## src/sv/spo_pkg.sv

```systemverilog
// Shared types, codes and constants of the stream pool.
package spo_pkg;

  localparam int STREAM_CAP_DEF    = 64;
  localparam int OWNER_ENTRIES_DEF = 64;
  localparam int FREE_DEPTH_DEF    = 128;
  localparam int KEY_BITS_DEF      = 32;

  // Widest values the parameter ranges allow, used for control structs.
  localparam int STREAM_W_MAX    = 8;
  localparam int OWNER_IDX_W_MAX = 10;
  localparam int FREE_CNT_W_MAX  = 12;

  localparam int DATA_W      = 32;
  localparam int ADDR_W      = 3;
  localparam int CNT_W       = 7;
  localparam int ACTOR_W     = 32;
  localparam int STREAM_ID_W = 6;
  localparam int AVAIL_W     = 8;

  localparam logic [CNT_W-1:0] MAX_STREAMS_RST  = 7'd16;
  localparam logic [CNT_W-1:0] INIT_STREAMS_RST = 7'd0;
  localparam logic [CNT_W-1:0] IN_USE_MAX       = 7'd127;

  localparam logic REG_MAX_STREAMS  = 1'b0;
  localparam logic REG_INIT_STREAMS = 1'b1;

  typedef enum logic {
    CMD_LOOKUP  = 1'b0,
    CMD_RELEASE = 1'b1
  } cmd_e;

  typedef enum logic [2:0] {
    STAT_FOUND      = 3'd0,
    STAT_FROM_FREE  = 3'd1,
    STAT_CREATED    = 3'd2,
    STAT_SHARED     = 3'd3,
    STAT_RELEASED   = 3'd4,
    STAT_UNKNOWN    = 3'd5,
    STAT_NO_STREAM  = 3'd6,
    STAT_TABLE_FULL = 3'd7
  } status_e;

  typedef enum logic [1:0] {
    FSM_IDLE,
    FSM_SCAN,
    FSM_RESOLVE
  } fsm_e;

  typedef struct packed {
    logic             reinit;
    logic [CNT_W-1:0] max_streams;
    logic [CNT_W-1:0] initial_streams;
  } cfg_t;

  typedef struct packed {
    logic                       done;
    logic                       hit;
    logic [OWNER_IDX_W_MAX-1:0] hit_idx;
    logic [STREAM_W_MAX-1:0]    hit_stream;
    logic                       empty;
    logic [OWNER_IDX_W_MAX-1:0] empty_idx;
  } scan_t;

  typedef struct packed {
    logic                       we;
    logic                       set_valid;
    logic [OWNER_IDX_W_MAX-1:0] idx;
    logic [STREAM_W_MAX-1:0]    stream;
  } owner_wr_t;

  typedef struct packed {
    logic                    push;
    logic                    pop;
    logic [STREAM_W_MAX-1:0] stream;
  } queue_op_t;

  typedef struct packed {
    logic                      start;
    logic [FREE_CNT_W_MAX-1:0] fill;
  } fill_t;

endpackage

```

## src/sv/spo_req_if.sv

```systemverilog
// Request channel: command and owner key.
interface spo_req_if;
  logic                             valid;
  logic                             ready;
  logic                             command;
  logic signed [spo_pkg::ACTOR_W-1:0] owner_id;

  modport source (output valid, command, owner_id, input ready);
  modport sink   (input valid, command, owner_id, output ready);
endinterface

```

## src/sv/spo_rsp_if.sv

```systemverilog
// Response channel: stream number, status and pool counts.
interface spo_rsp_if;
  logic                              valid;
  logic                              ready;
  logic [spo_pkg::STREAM_ID_W-1:0]   stream_id;
  spo_pkg::status_e                  status;
  logic [spo_pkg::CNT_W-1:0]         in_use_count;
  logic [spo_pkg::CNT_W-1:0]         total_count;
  logic [spo_pkg::AVAIL_W-1:0]       available_count;

  modport source (output valid, stream_id, status, in_use_count, total_count, available_count,
                  input ready);
  modport sink   (input valid, stream_id, status, in_use_count, total_count, available_count,
                  output ready);
endinterface

```

## src/sv/spo_cfg.sv

```systemverilog
// APB register file holding the pool limits.
module spo_cfg (
  input  logic                         clk_i,
  input  logic                         rst_ni,
  input  logic                         psel,
  input  logic                         penable,
  input  logic                         pwrite,
  input  logic [spo_pkg::ADDR_W-1:0]   paddr,
  input  logic [spo_pkg::DATA_W-1:0]   pwdata,
  output logic [spo_pkg::DATA_W-1:0]   prdata,
  output logic                         pready,
  output spo_pkg::cfg_t                cfg_o
);
  import spo_pkg::*;

  logic [CNT_W-1:0] max_q;
  logic [CNT_W-1:0] init_q;
  logic             reinit_q;
  logic             wr;

  assign wr     = psel & penable & pwrite;
  assign pready = 1'b1;

  always_ff @(posedge clk_i or negedge rst_ni) begin
    if (!rst_ni) begin
      max_q    <= MAX_STREAMS_RST;
      init_q   <= INIT_STREAMS_RST;
      reinit_q <= 1'b0;
    end else begin
      reinit_q <= wr;
      if (wr) begin
        if (paddr[ADDR_W-1] == REG_INIT_STREAMS) begin
          init_q <= pwdata[CNT_W-1:0];
        end else begin
          max_q <= pwdata[CNT_W-1:0];
        end
      end
    end
  end

  assign prdata = (paddr[ADDR_W-1] == REG_MAX_STREAMS) ? DATA_W'(max_q) : DATA_W'(init_q);

  // Rebuild the pool in the cycle after a write, with both registers settled.
  assign cfg_o.reinit          = reinit_q;
  assign cfg_o.max_streams     = max_q;
  assign cfg_o.initial_streams = init_q;

endmodule

```

## src/sv/spo_owner_table.sv

```systemverilog
// Owner table memory with its sequential key search and clearing sweep.
module spo_owner_table #(
  parameter int OWNER_ENTRIES = spo_pkg::OWNER_ENTRIES_DEF,
  parameter int KEY_BITS      = spo_pkg::KEY_BITS_DEF,
  parameter int STREAM_W      = 6
) (
  input  logic                  clk_i,
  input  logic                  rst_ni,
  input  logic                  clear_i,
  input  logic                  start_i,
  input  logic [KEY_BITS-1:0]   key_i,
  input  spo_pkg::owner_wr_t    wr_i,
  output spo_pkg::scan_t        scan_o,
  output logic                  busy_o
);
  import spo_pkg::*;

  localparam int IW    = (OWNER_ENTRIES > 1) ? $clog2(OWNER_ENTRIES) : 1;
  localparam int AW    = $clog2(OWNER_ENTRIES + 1);
  localparam int EW    = 1 + KEY_BITS + STREAM_W;
  localparam int V_BIT = EW - 1;

  logic [EW-1:0]       mem [OWNER_ENTRIES];
  logic [EW-1:0]       rd_q;
  logic [KEY_BITS-1:0] rd_key;
  logic [STREAM_W-1:0] rd_stream;

  logic [AW-1:0]       addr_q;
  logic                scan_q;
  logic                rvalid_q;
  logic [IW-1:0]       ridx_q;
  logic                empty_q;
  logic [IW-1:0]       empty_idx_q;
  logic [KEY_BITS-1:0] key_q;
  logic                clr_q;
  logic [IW-1:0]       clr_idx_q;

  logic                issue;
  logic                hit_now;
  logic                last;
  logic                done;
  logic                we;
  logic [IW-1:0]       waddr;
  logic [IW-1:0]       raddr;
  logic [EW-1:0]       wdata;

  assign rd_key    = rd_q[KEY_BITS+STREAM_W-1:STREAM_W];
  assign rd_stream = rd_q[STREAM_W-1:0];

  assign raddr   = addr_q[IW-1:0];
  assign hit_now = rvalid_q & rd_q[V_BIT] & (rd_key == key_q);
  assign last    = (ridx_q == IW'(OWNER_ENTRIES - 1));
  assign done    = rvalid_q & (hit_now | last);
  assign issue   = scan_q & (addr_q < AW'(OWNER_ENTRIES)) & ~hit_now;

  // The clearing sweep owns the write port while it runs.
  assign we    = clr_q | wr_i.we;
  assign waddr = clr_q ? clr_idx_q : IW'(wr_i.idx);
  assign wdata = clr_q ? '0 : {wr_i.set_valid, key_q, STREAM_W'(wr_i.stream)};

  always_ff @(posedge clk_i) begin
    if (we) begin
      mem[waddr] <= wdata;
    end
    if (issue) begin
      rd_q <= mem[raddr];
    end
  end

  always_ff @(posedge clk_i or negedge rst_ni) begin
    if (!rst_ni) begin
      scan_q    <= 1'b0;
      rvalid_q  <= 1'b0;
      empty_q   <= 1'b0;
      addr_q    <= '0;
      clr_q     <= 1'b1;
      clr_idx_q <= '0;
    end else begin
      if (clear_i) begin
        clr_q     <= 1'b1;
        clr_idx_q <= '0;
      end else if (clr_q) begin
        if (clr_idx_q == IW'(OWNER_ENTRIES - 1)) begin
          clr_q <= 1'b0;
        end else begin
          clr_idx_q <= clr_idx_q + 1'b1;
        end
      end

      if (start_i) begin
        scan_q   <= 1'b1;
        addr_q   <= '0;
        rvalid_q <= 1'b0;
        empty_q  <= 1'b0;
      end else begin
        rvalid_q <= issue;
        if (issue) begin
          addr_q <= addr_q + 1'b1;
        end
        if (done) begin
          scan_q <= 1'b0;
        end
        if (rvalid_q && !rd_q[V_BIT]) begin
          empty_q <= 1'b1;
        end
      end
    end
  end

  always_ff @(posedge clk_i) begin
    if (start_i) begin
      key_q <= key_i;
    end
    if (issue) begin
      ridx_q <= raddr;
    end
    // Keep the first free entry only.
    if (rvalid_q && !rd_q[V_BIT] && !empty_q) begin
      empty_idx_q <= ridx_q;
    end
  end

  assign scan_o.done       = done;
  assign scan_o.hit        = hit_now;
  assign scan_o.hit_idx    = OWNER_IDX_W_MAX'(ridx_q);
  assign scan_o.hit_stream = STREAM_W_MAX'(rd_stream);
  assign scan_o.empty      = empty_q | (rvalid_q & ~rd_q[V_BIT]);
  assign scan_o.empty_idx  = empty_q ? OWNER_IDX_W_MAX'(empty_idx_q) : OWNER_IDX_W_MAX'(ridx_q);

  assign busy_o = clr_q;

endmodule

```

## src/sv/spo_free_queue.sv

```systemverilog
// Free stream queue: circular memory with head, tail, count and a refill sweep.
module spo_free_queue #(
  parameter int FREE_DEPTH = spo_pkg::FREE_DEPTH_DEF,
  parameter int STREAM_W   = 6
) (
  input  logic                                  clk_i,
  input  logic                                  rst_ni,
  input  spo_pkg::fill_t                        fill_i,
  input  spo_pkg::queue_op_t                    op_i,
  output logic [spo_pkg::STREAM_W_MAX-1:0]      head_o,
  output logic [spo_pkg::FREE_CNT_W_MAX-1:0]    count_o,
  output logic                                  busy_o
);
  import spo_pkg::*;

  localparam int PW = $clog2(FREE_DEPTH);
  localparam int CW = $clog2(FREE_DEPTH + 1);

  logic [STREAM_W-1:0] mem [FREE_DEPTH];
  logic [STREAM_W-1:0] head_rd_q;

  logic [PW-1:0] head_q;
  logic [PW-1:0] tail_q;
  logic [CW-1:0] count_q;
  logic          fill_q;
  logic [PW-1:0] fill_idx_q;
  logic [CW-1:0] fill_n_q;

  logic                push_ok;
  logic                we;
  logic [PW-1:0]       waddr;
  logic [STREAM_W-1:0] wdata;

  // Drop a push that would overflow.
  assign push_ok = op_i.push & (count_q != CW'(FREE_DEPTH));

  assign we    = fill_q | push_ok;
  assign waddr = fill_q ? fill_idx_q : tail_q;
  assign wdata = fill_q ? STREAM_W'(fill_idx_q) : STREAM_W'(op_i.stream);

  always_ff @(posedge clk_i) begin
    if (we) begin
      mem[waddr] <= wdata;
    end
    head_rd_q <= mem[head_q];
  end

  always_ff @(posedge clk_i or negedge rst_ni) begin
    if (!rst_ni) begin
      head_q     <= '0;
      tail_q     <= '0;
      count_q    <= '0;
      fill_q     <= 1'b0;
      fill_idx_q <= '0;
      fill_n_q   <= '0;
    end else if (fill_i.start) begin
      head_q     <= '0;
      count_q    <= CW'(fill_i.fill);
      tail_q     <= (fill_i.fill == FREE_CNT_W_MAX'(FREE_DEPTH)) ? '0 : PW'(fill_i.fill);
      fill_q     <= (fill_i.fill != '0);
      fill_idx_q <= '0;
      fill_n_q   <= CW'(fill_i.fill);
    end else begin
      if (fill_q) begin
        if (CW'(fill_idx_q) == fill_n_q - 1'b1) begin
          fill_q <= 1'b0;
        end else begin
          fill_idx_q <= fill_idx_q + 1'b1;
        end
      end
      if (push_ok) begin
        tail_q  <= (tail_q == PW'(FREE_DEPTH - 1)) ? '0 : tail_q + 1'b1;
        count_q <= count_q + 1'b1;
      end else if (op_i.pop) begin
        head_q  <= (head_q == PW'(FREE_DEPTH - 1)) ? '0 : head_q + 1'b1;
        count_q <= count_q - 1'b1;
      end
    end
  end

  assign head_o  = STREAM_W_MAX'(head_rd_q);
  assign count_o = FREE_CNT_W_MAX'(count_q);
  assign busy_o  = fill_q;

endmodule

```

## src/sv/stream_pool_with_owner_table.sv

```systemverilog
// Stream pool with owner table. Each request word carries a command and an owner
// key; a lookup returns the owner's mapped stream, else, with a free table entry,
// pops the oldest free stream, else numbers a new one below the configured maximum,
// else shares existing streams in round-robin order; a release pushes the stream
// back to the free queue and unmaps the owner. One response word follows every
// request word. The owner table sits in a synchronous memory that is searched one
// entry a cycle and stops at the owner's entry. A response word that the sink still
// holds stalls the next resolve until it is taken. After reset the block takes no
// request while it clears the owner table. After every register write it takes
// none while it clears the owner table and, in parallel, refills the free queue
// with the pre-created streams that fit it (one entry a cycle). Register writes
// are only legal while the block is idle.
module stream_pool_with_owner_table #(
  parameter int STREAM_CAP    = spo_pkg::STREAM_CAP_DEF,
  parameter int OWNER_ENTRIES = spo_pkg::OWNER_ENTRIES_DEF,
  parameter int FREE_DEPTH    = spo_pkg::FREE_DEPTH_DEF,
  parameter int KEY_BITS      = spo_pkg::KEY_BITS_DEF
) (
  input  logic                         clk_i,
  input  logic                         rst_ni,
  spo_req_if.sink                      req_i,
  spo_rsp_if.source                    rsp_o,
  input  logic                         psel,
  input  logic                         penable,
  input  logic                         pwrite,
  input  logic [spo_pkg::ADDR_W-1:0]   paddr,
  input  logic [spo_pkg::DATA_W-1:0]   pwdata,
  output logic [spo_pkg::DATA_W-1:0]   prdata,
  output logic                         pready
);
  import spo_pkg::*;

  // Stream number, created count and free count widths.
  localparam int SW  = (STREAM_CAP > 1) ? $clog2(STREAM_CAP) : 1;
  localparam int CW  = $clog2(STREAM_CAP + 1);
  localparam int FCW = $clog2(FREE_DEPTH + 1);
  localparam int XW  = FREE_CNT_W_MAX;

  cfg_t      cfg;
  scan_t     scan;
  scan_t     res_q;
  owner_wr_t owner_wr;
  queue_op_t queue_op;
  fill_t     fill;

  logic                      owner_busy;
  logic                      queue_busy;
  logic [STREAM_W_MAX-1:0]   queue_head;
  logic [FREE_CNT_W_MAX-1:0] queue_count;

  fsm_e state_q;
  fsm_e state_d;
  logic accept;
  logic start;
  logic resolve;

  logic [KEY_BITS-1:0] key;
  logic                cmd_q;

  logic [XW-1:0] lim_x;
  logic [XW-1:0] created0_x;
  logic [XW-1:0] fill_x;
  logic [CW-1:0] lim;

  logic [CW-1:0]    created_q;
  logic [CW-1:0]    created_d;
  logic [CNT_W-1:0] handed_q;
  logic [CNT_W-1:0] handed_d;
  logic [SW-1:0]    share_q;
  logic [SW-1:0]    share_d;
  logic [SW-1:0]    share_pick;
  logic [FCW-1:0]   fcount;
  logic [FCW-1:0]   avail;
  logic [SW-1:0]    stream;
  status_e          status;

  logic                   out_valid_q;
  logic [STREAM_ID_W-1:0] out_stream_q;
  status_e                out_status_q;
  logic [CNT_W-1:0]       out_in_use_q;
  logic [CNT_W-1:0]       out_total_q;
  logic [AVAIL_W-1:0]     out_avail_q;

  spo_cfg u_cfg (
    .clk_i   (clk_i),
    .rst_ni  (rst_ni),
    .psel    (psel),
    .penable (penable),
    .pwrite  (pwrite),
    .paddr   (paddr),
    .pwdata  (pwdata),
    .prdata  (prdata),
    .pready  (pready),
    .cfg_o   (cfg)
  );

  // Limits of the pool: the maximum capped at the stream capacity, the
  // pre-created streams capped at that, and what of them fits the queue.
  assign lim_x      = (XW'(cfg.max_streams) > XW'(STREAM_CAP)) ? XW'(STREAM_CAP)
                                                               : XW'(cfg.max_streams);
  assign created0_x = (XW'(cfg.initial_streams) > lim_x) ? lim_x : XW'(cfg.initial_streams);
  assign fill_x     = (created0_x > XW'(FREE_DEPTH)) ? XW'(FREE_DEPTH) : created0_x;
  assign lim        = CW'(lim_x);

  assign fill.start = cfg.reinit;
  assign fill.fill  = fill_x;

  // Only the low KEY_BITS of the owner key take part in the match.
  assign key = KEY_BITS'($unsigned(req_i.owner_id));

  spo_owner_table #(
    .OWNER_ENTRIES (OWNER_ENTRIES),
    .KEY_BITS      (KEY_BITS),
    .STREAM_W      (SW)
  ) u_owner_table (
    .clk_i   (clk_i),
    .rst_ni  (rst_ni),
    .clear_i (cfg.reinit),
    .start_i (start),
    .key_i   (key),
    .wr_i    (owner_wr),
    .scan_o  (scan),
    .busy_o  (owner_busy)
  );

  spo_free_queue #(
    .FREE_DEPTH (FREE_DEPTH),
    .STREAM_W   (SW)
  ) u_free_queue (
    .clk_i   (clk_i),
    .rst_ni  (rst_ni),
    .fill_i  (fill),
    .op_i    (queue_op),
    .head_o  (queue_head),
    .count_o (queue_count),
    .busy_o  (queue_busy)
  );

  // Take a request word only with nothing in flight and no sweep running.
  assign req_i.ready = (state_q == FSM_IDLE) & ~owner_busy & ~queue_busy & ~cfg.reinit;
  assign accept      = req_i.valid & req_i.ready;

  always_ff @(posedge clk_i or negedge rst_ni) begin
    if (!rst_ni) begin
      state_q <= FSM_IDLE;
    end else begin
      state_q <= state_d;
    end
  end

  // Search, then resolve once the response register has room.
  always_comb begin
    state_d = state_q;
    start   = 1'b0;
    resolve = 1'b0;
    case (state_q)
      FSM_IDLE: begin
        if (accept) begin
          start   = 1'b1;
          state_d = FSM_SCAN;
        end
      end
      FSM_SCAN: begin
        if (scan.done) begin
          state_d = FSM_RESOLVE;
        end
      end
      FSM_RESOLVE: begin
        if (!out_valid_q || rsp_o.ready) begin
          resolve = 1'b1;
          state_d = FSM_IDLE;
        end
      end
      default: begin
        state_d = FSM_IDLE;
      end
    endcase
  end

  always_ff @(posedge clk_i) begin
    if (accept) begin
      cmd_q <= req_i.command;
    end
    if (state_q == FSM_SCAN && scan.done) begin
      res_q <= scan;
    end
  end

  // A stale share pointer restarts at stream zero.
  assign share_pick = (CW'(share_q) >= created_q) ? '0 : share_q;
  assign fcount     = FCW'(queue_count);

  // Decide the outcome from the search result and the pool state.
  always_comb begin
    status    = STAT_NO_STREAM;
    stream    = '0;
    queue_op  = '0;
    owner_wr  = '0;
    created_d = created_q;
    handed_d  = handed_q;
    share_d   = share_q;
    avail     = fcount;
    if (cmd_q == CMD_LOOKUP) begin
      if (res_q.hit) begin
        status = STAT_FOUND;
        stream = SW'(res_q.hit_stream);
      end else if (!res_q.empty) begin
        status = STAT_TABLE_FULL;
      end else begin
        if (fcount != '0) begin
          status       = STAT_FROM_FREE;
          stream       = SW'(queue_head);
          queue_op.pop = 1'b1;
          avail        = fcount - 1'b1;
        end else if (created_q < lim) begin
          status    = STAT_CREATED;
          stream    = SW'(created_q);
          created_d = created_q + 1'b1;
        end else if (created_q != '0) begin
          status  = STAT_SHARED;
          stream  = share_pick;
          share_d = ((CW'(share_pick) + 1'b1) == created_q) ? '0 : share_pick + 1'b1;
        end else begin
          status = STAT_NO_STREAM;
        end
        if (status != STAT_NO_STREAM) begin
          if (handed_q != IN_USE_MAX) begin
            handed_d = handed_q + 1'b1;
          end
          owner_wr.we        = 1'b1;
          owner_wr.set_valid = 1'b1;
          owner_wr.idx       = res_q.empty_idx;
          owner_wr.stream    = STREAM_W_MAX'(stream);
        end
      end
    end else begin
      if (res_q.hit) begin
        status          = STAT_RELEASED;
        stream          = SW'(res_q.hit_stream);
        queue_op.push   = 1'b1;
        queue_op.stream = STREAM_W_MAX'(stream);
        // A full queue drops the stream.
        if (fcount != FCW'(FREE_DEPTH)) begin
          avail = fcount + 1'b1;
        end
        if (handed_q != '0) begin
          handed_d = handed_q - 1'b1;
        end
        owner_wr.we        = 1'b1;
        owner_wr.set_valid = 1'b0;
        owner_wr.idx       = res_q.hit_idx;
      end else begin
        status = STAT_UNKNOWN;
      end
    end
    if (!resolve) begin
      queue_op = '0;
      owner_wr = '0;
    end
  end

  always_ff @(posedge clk_i or negedge rst_ni) begin
    if (!rst_ni) begin
      created_q   <= '0;
      handed_q    <= '0;
      share_q     <= '0;
      out_valid_q <= 1'b0;
    end else begin
      if (cfg.reinit) begin
        created_q <= CW'(created0_x);
        handed_q  <= '0;
        share_q   <= '0;
      end else if (resolve) begin
        created_q <= created_d;
        handed_q  <= handed_d;
        share_q   <= share_d;
      end
      if (resolve) begin
        out_valid_q <= 1'b1;
      end else if (rsp_o.ready) begin
        out_valid_q <= 1'b0;
      end
    end
  end

  // Hold the response word until the sink takes it.
  always_ff @(posedge clk_i) begin
    if (resolve) begin
      out_stream_q <= STREAM_ID_W'(stream);
      out_status_q <= status;
      out_in_use_q <= handed_d;
      out_total_q  <= CNT_W'(created_d);
      out_avail_q  <= AVAIL_W'(avail);
    end
  end

  assign rsp_o.valid           = out_valid_q;
  assign rsp_o.stream_id       = out_stream_q;
  assign rsp_o.status          = out_status_q;
  assign rsp_o.in_use_count    = out_in_use_q;
  assign rsp_o.total_count     = out_total_q;
  assign rsp_o.available_count = out_avail_q;

endmodule
```

## src/flat_wrapper.sv

```systemverilog
// flat-port wrapper written by rule: the top's interface ports become plain ports
module stream_pool_with_owner_table_flat import spo_pkg::*;
#(
  parameter int STREAM_CAP    = spo_pkg::STREAM_CAP_DEF,
  parameter int OWNER_ENTRIES = spo_pkg::OWNER_ENTRIES_DEF,
  parameter int FREE_DEPTH    = spo_pkg::FREE_DEPTH_DEF,
  parameter int KEY_BITS      = spo_pkg::KEY_BITS_DEF
)
  (clk_i, rst_ni, psel, penable, pwrite, paddr, pwdata, prdata, pready, req_i_valid, req_i_command, req_i_owner_id, req_i_ready, rsp_o_valid, rsp_o_stream_id, rsp_o_status, rsp_o_in_use_count, rsp_o_total_count, rsp_o_available_count, rsp_o_ready);
  spo_req_if req_i_i ();
  spo_rsp_if rsp_o_i ();
  input  logic clk_i;
  input  logic rst_ni;
  input  logic psel;
  input  logic penable;
  input  logic pwrite;
  input  logic [spo_pkg::ADDR_W-1:0] paddr;
  input  logic [spo_pkg::DATA_W-1:0] pwdata;
  output logic [spo_pkg::DATA_W-1:0] prdata;
  output logic pready;
  input wire logic [$bits(req_i_i.valid)-1:0] req_i_valid;
  input wire logic [$bits(req_i_i.command)-1:0] req_i_command;
  input wire logic [$bits(req_i_i.owner_id)-1:0] req_i_owner_id;
  output wire logic [$bits(req_i_i.ready)-1:0] req_i_ready;
  output wire logic [$bits(rsp_o_i.valid)-1:0] rsp_o_valid;
  output wire logic [$bits(rsp_o_i.stream_id)-1:0] rsp_o_stream_id;
  output wire logic [$bits(rsp_o_i.status)-1:0] rsp_o_status;
  output wire logic [$bits(rsp_o_i.in_use_count)-1:0] rsp_o_in_use_count;
  output wire logic [$bits(rsp_o_i.total_count)-1:0] rsp_o_total_count;
  output wire logic [$bits(rsp_o_i.available_count)-1:0] rsp_o_available_count;
  input wire logic [$bits(rsp_o_i.ready)-1:0] rsp_o_ready;
  assign req_i_i.valid = req_i_valid;
  assign req_i_i.command = req_i_command;
  assign req_i_i.owner_id = req_i_owner_id;
  assign req_i_ready = req_i_i.ready;
  assign rsp_o_valid = rsp_o_i.valid;
  assign rsp_o_stream_id = rsp_o_i.stream_id;
  assign rsp_o_status = rsp_o_i.status;
  assign rsp_o_in_use_count = rsp_o_i.in_use_count;
  assign rsp_o_total_count = rsp_o_i.total_count;
  assign rsp_o_available_count = rsp_o_i.available_count;
  assign rsp_o_i.ready = rsp_o_ready;
  stream_pool_with_owner_table #(.STREAM_CAP(STREAM_CAP), .OWNER_ENTRIES(OWNER_ENTRIES), .FREE_DEPTH(FREE_DEPTH), .KEY_BITS(KEY_BITS)) u_core (.clk_i(clk_i), .rst_ni(rst_ni), .req_i(req_i_i), .rsp_o(rsp_o_i), .psel(psel), .penable(penable), .pwrite(pwrite), .paddr(paddr), .pwdata(pwdata), .prdata(prdata), .pready(pready));
endmodule
```

## config.mk

```make
export PLATFORM = sky130hd
export DESIGN_NAME = stream_pool_with_owner_table_flat
export DESIGN_NICKNAME = d
export VERILOG_FILES = /design/src/sv/spo_pkg.sv /design/src/sv/spo_req_if.sv /design/src/sv/spo_rsp_if.sv /design/src/sv/spo_cfg.sv /design/src/sv/spo_owner_table.sv /design/src/sv/spo_free_queue.sv /design/src/sv/stream_pool_with_owner_table.sv /design/src/flat_wrapper.sv
export SDC_FILE = /design/constraint.sdc
export NUM_CORES = 2
export LEC_CHECK = 0
export BUFFER_PORTS_ARGS = -buffer_cell sky130_fd_sc_hd__buf_2
export CELL_PAD_IN_SITES_DETAIL_PLACEMENT = 1
export CELL_PAD_IN_SITES_GLOBAL_PLACEMENT = 1
export CORE_MARGIN = 2
export CORE_UTILIZATION = 53
export CTS_BUF_LIST = sky130_fd_sc_hd__clkbuf_4
export DETAILED_ROUTE_END_ITERATION = 7
export GPL_TIMING_DRIVEN = 1
export HOLD_SLACK_MARGIN = 0.1
export PLACE_DENSITY = 0.84
export RECOVER_POWER = 100
export SYNTH_ARGS = -nofsm -noshare
export SYNTH_HDL_FRONTEND = slang
export SYNTH_SLANG_ARGS = --single-unit
```

## constraint.sdc

```tcl
create_clock -name clk_i -period 7.8 [get_ports clk_i]
set_clock_uncertainty 0.2 [all_clocks]
set_input_delay 0.78 -clock clk_i [delete_from_list [all_inputs] [get_ports clk_i]]
set_output_delay 0.78 -clock clk_i [all_outputs]
set_load 0.005 [all_outputs]
```

==> flow_summary.json <==
{
  "worst_setup_path_start_kind": "flip-flop",
  "die_w_um": 512,
  "io_pins": 141,
  "end_kind": "flip-flop",
  "internal_power_w": 0.0298,
  "cp.buffers_inverters": 2,
  "min_period_ps": 7310,
  "final_area_mm2": 0.153,
  "ys.flop_type": "edfxtp_1",
  "grt-ovfl-total": 0,
  "layout-drive-gt1-share_pct": 34.4,
  "hp-class": "flip-flop to flip-flop",
  "portBuffers": 87,
  "place_hpwl_um": 214000,
  "cap_violations": 106,
  "vias": 80754,
  "antenna_found_initial": 49,
  "cpLargestDelayFamily": "simple AND/OR/NAND/NOR gates",
  "crit_fanout": 24,
  "max_freq_ghz": 0.137,
  "grt_first_pass_wirelength_um": 673000,
  "ys_types": 80,
  "slew_violations": 4261,
  "via_per_inst": 7.36,
  "cp_slowest_stage_delay_ps": 1400,
  "hold_viol_final": 0,
  "gp_congestion": 0.854,
  "synth-seq-cells": 3497,
  "synthCells": 6042,
  "core_area_mm2": 0.257,
  "slowest_stage": "nor2_4",
  "path_class": "flip-flop to flip-flop",
  "max-slew-margin-rel_pct": -181,
  "grt_pass1_vias": 82105,
  "pwr-share-comb_pct": 7.7,
  "final_nets": 7030,
  "root_buffer": "clkbuf_4",
  "worstMarginPinSlew_ps": 4210,
  "required_ps": 8640,
  "ant_nets": 0,
  "status": "finished, violations left",
  "cts_buffers": 828,
  "syn_area_per_cell_um2": 22.6,
  "netlist_area_mm2": 0.137,
  "setup_tns_ps": 0,
  "route.detailed.drc": 2,
  "cp.arrival_ps": 8150,
  "firstDrtPassIters": 8,
  "h-tree-depth": 6,
  "placed_area_mm2": 0.142,
  "seq_area_frac_synth_pct": 76.4,
  "netSwitchingPower_w": 0.0127,
  "drtIter0Drc": 15538,
  "clkTransAtPathRegs_ps": 100,
  "netSwitchingFraction_pct": 29.9,
  "cts_resized": 0,
  "cts_buffer_depth": 4,
  "synth_edf_count": 3399,
  "grt_max_degree": 137,
  "clock_latency_ps": 1530,
  "rows": 186,
  "power_per_cell_area_mw_per_mm2": 278,
  "p_leak_nw": 50.3,
  "area_growth_pct": 12.0,
  "cts.sinks": 3497,
  "routed_wl_um": 487000,
  "seqPwrFrac_pct": 52.7,
  "rsz0062_at_grt": "no",
  "wl_per_cell_um": 44.4,
  "setup_viol_count_final": 0,
  "p_clk_share_pct": 39.6,
  "fin_crit_sh_pct": 93.7,
  "crit_chain": "inv_1, ha_1, nor4b_1, nand3b_2, nor3_1, a21oi_2, a31oi_1, nand2_1, nor2_4, clkbuf_1",
  "initial_utilization_pct": 53.2,
  "synthArstFlopShare_pct": 2.63,
  "grt_usage_pct": 37.0,
  "die_area_mm2": 0.262,
  "yosysWarnings": 0,
  "die_y_um": 512,
  "violations": "design-rule violations, max-capacitance violations, max-slew violations",
  "ir_drop_v": 0.000177,
  "cts_tree": "yes"
}
## cells in the mapped netlist, drive strengths merged (5+ instances only)
cell	n	area share (%)
a221oi	11	0.070
nand2b	12	0.055
a21o	10	0.055
o21ai	72	0.27
dfxtp	6	0.088
a31o	6	0.038
buf	157	0.61
nor4	14	0.075
a21oi	37	0.15
edfxtp	3399	75
or3	6	0.027
xor2	31	0.20
o32ai	7	0.045
nor2b	44	0.20
mux4	1059	17
or4	9	0.049
o211ai	13	0.075
a41oi	5	0.032
inv	46	0.13
o31ai	6	0.033
a31oi	13	0.060
nand4	24	0.11
and3	16	0.073
ha	33	0.30
nor3	37	0.14
nor2	270	0.74
dfrtp	90	1.6
a211oi	6	0.033
and2	8	0.037
nand2	152	0.42
clkbuf	184	0.51
nand3	48	0.18
mux2i	23	0.17
mux2	42	0.35
o22ai	20	0.092
xnor2	55	0.35
## routing by layer
| metal | track usage [%] | share of wire (%) |
|---|---|---|
| met1 | 45.5 | 30 |
| met2 | 57.2 | 46 |
| met3 | 11.7 | 15 |
| met4 | 23.3 | 8.2 |
| met5 | 0 | 0.071 |
## sequential cells by signal, indices dropped and copies added (netlist names), 8 cells and up
| register | cells |
|---|---|
| u_core.u_free_queue.count_q | 8 |
| u_core.u_owner_table.mem | 2496 |
| u_core.rsp_o.available_count | 8 |
| u_core.u_owner_table.rd_q | 39 |
| u_core.res_q | 20 |
| u_core.u_free_queue.mem | 768 |
| u_core.u_owner_table.key_q | 32 |
## power by group through the flow
stage	Clock (W)	Sequential (W)	Combinational (W)
floorplan	0	0.0224	0.00165
global placement	0	0.0225	0.00276
detailed placement	0	0.0226	0.00296
CTS	0.0158	0.0223	0.00312
global route	0.0173	0.0224	0.00331
finish	0.0168	0.0224	0.00329
## final cells by class
type / instances / area (µm²)
flip-flops and latches: 3497 / 105000
fillers: 21522 / 104000
well taps: 3384 / 4230
clock inverters: 322 / 1790
multi-input cells: 2180 / 31000
repair buffers: 367 / 2760
diodes: 27 / 67.6
inverters: 48 / 180
clock buffers: 1144 / 8590
## per-stage QoR
stage	setup WS [ps]	hold WS [ps]	cells	total power, W	util, %
3_5_place_dp	1870	212	9367	0.0255	55.5
6_report	489	268	10969	0.0425	59.7
4_1_cts	1630	252	10931	0.0412	59.9
5_1_grt	635	240	10948	0.0430	59.6
3_3_place_gp	2070	209	9367	0.0252	55.5
2_1_floorplan	2150	200	6066	0.0241	-
## placed cells by master (no fill, tap or decap), types with 13 or more instances in the layout
master,count
edfxtp_1,3399
clkbuf_4,1146
mux4_2,1059
clkinv_1,227
nor2_1,219
nand2_1,150
dlygate4sd3_1,97
clkbuf_1,93
dfrtp_1,85
o21ai_0,67
buf_4,63
xnor2_1,55
nand3_1,48
buf_2,48
inv_1,46
nor2_4,46
clkinv_2,43
clkbuf_2,38
nor3_1,37
a21oi_1,36
mux2_2,35
nor2b_1,34
ha_1,33
xor2_1,31
diode_2,27
conb_1,26
buf_12,26
nand4_1,24
mux2i_1,23
o22ai_1,20
and3_1,16
nor4_1,14
o211ai_1,13
a31oi_1,13
bufinv_16,13
## kinds of logic after synthesis
logic type                 Yosys count  synth area share [%]
AOI/OAI and AO/OA                  252                  1.25
and+or+nand+nor                    659                  2.23
muxes                             1124                  18.0
DFF                               3497                  76.4
xor gates and xnor gates            86                 0.551
buffers and inverters              389                  1.25
other                                2               0.00549
adders and majority gates           33                 0.302
## final timing paths
kind,slack (ps),startpoint,cells past startpoint,to
hold reg to reg,270,u_core.u_owner_table.rd_q[0],0,u_core.res_q[11]
setup / recovery,490,u_core.u_free_queue.count_q[0],10,u_core.u_owner_table.mem[22][26]
hold / removal,270,u_core.u_owner_table.rd_q[0],0,u_core.res_q[11]
setup reg to reg,490,u_core.u_free_queue.count_q[0],10,u_core.u_owner_table.mem[22][26]
min in group asynchronous,1430,rst_ni,5,u_core.u_free_queue.fill_idx_q[5]
max in group asynchronous,2300,rst_ni,5,u_core.u_cfg.reinit_q
## what timing repair did
item,4_1_cts,5_1_grt
hold endpoints to repair,155,0
hold buffers,98,0
setup buffers,0,0
(Power assumes the default switching activity.)
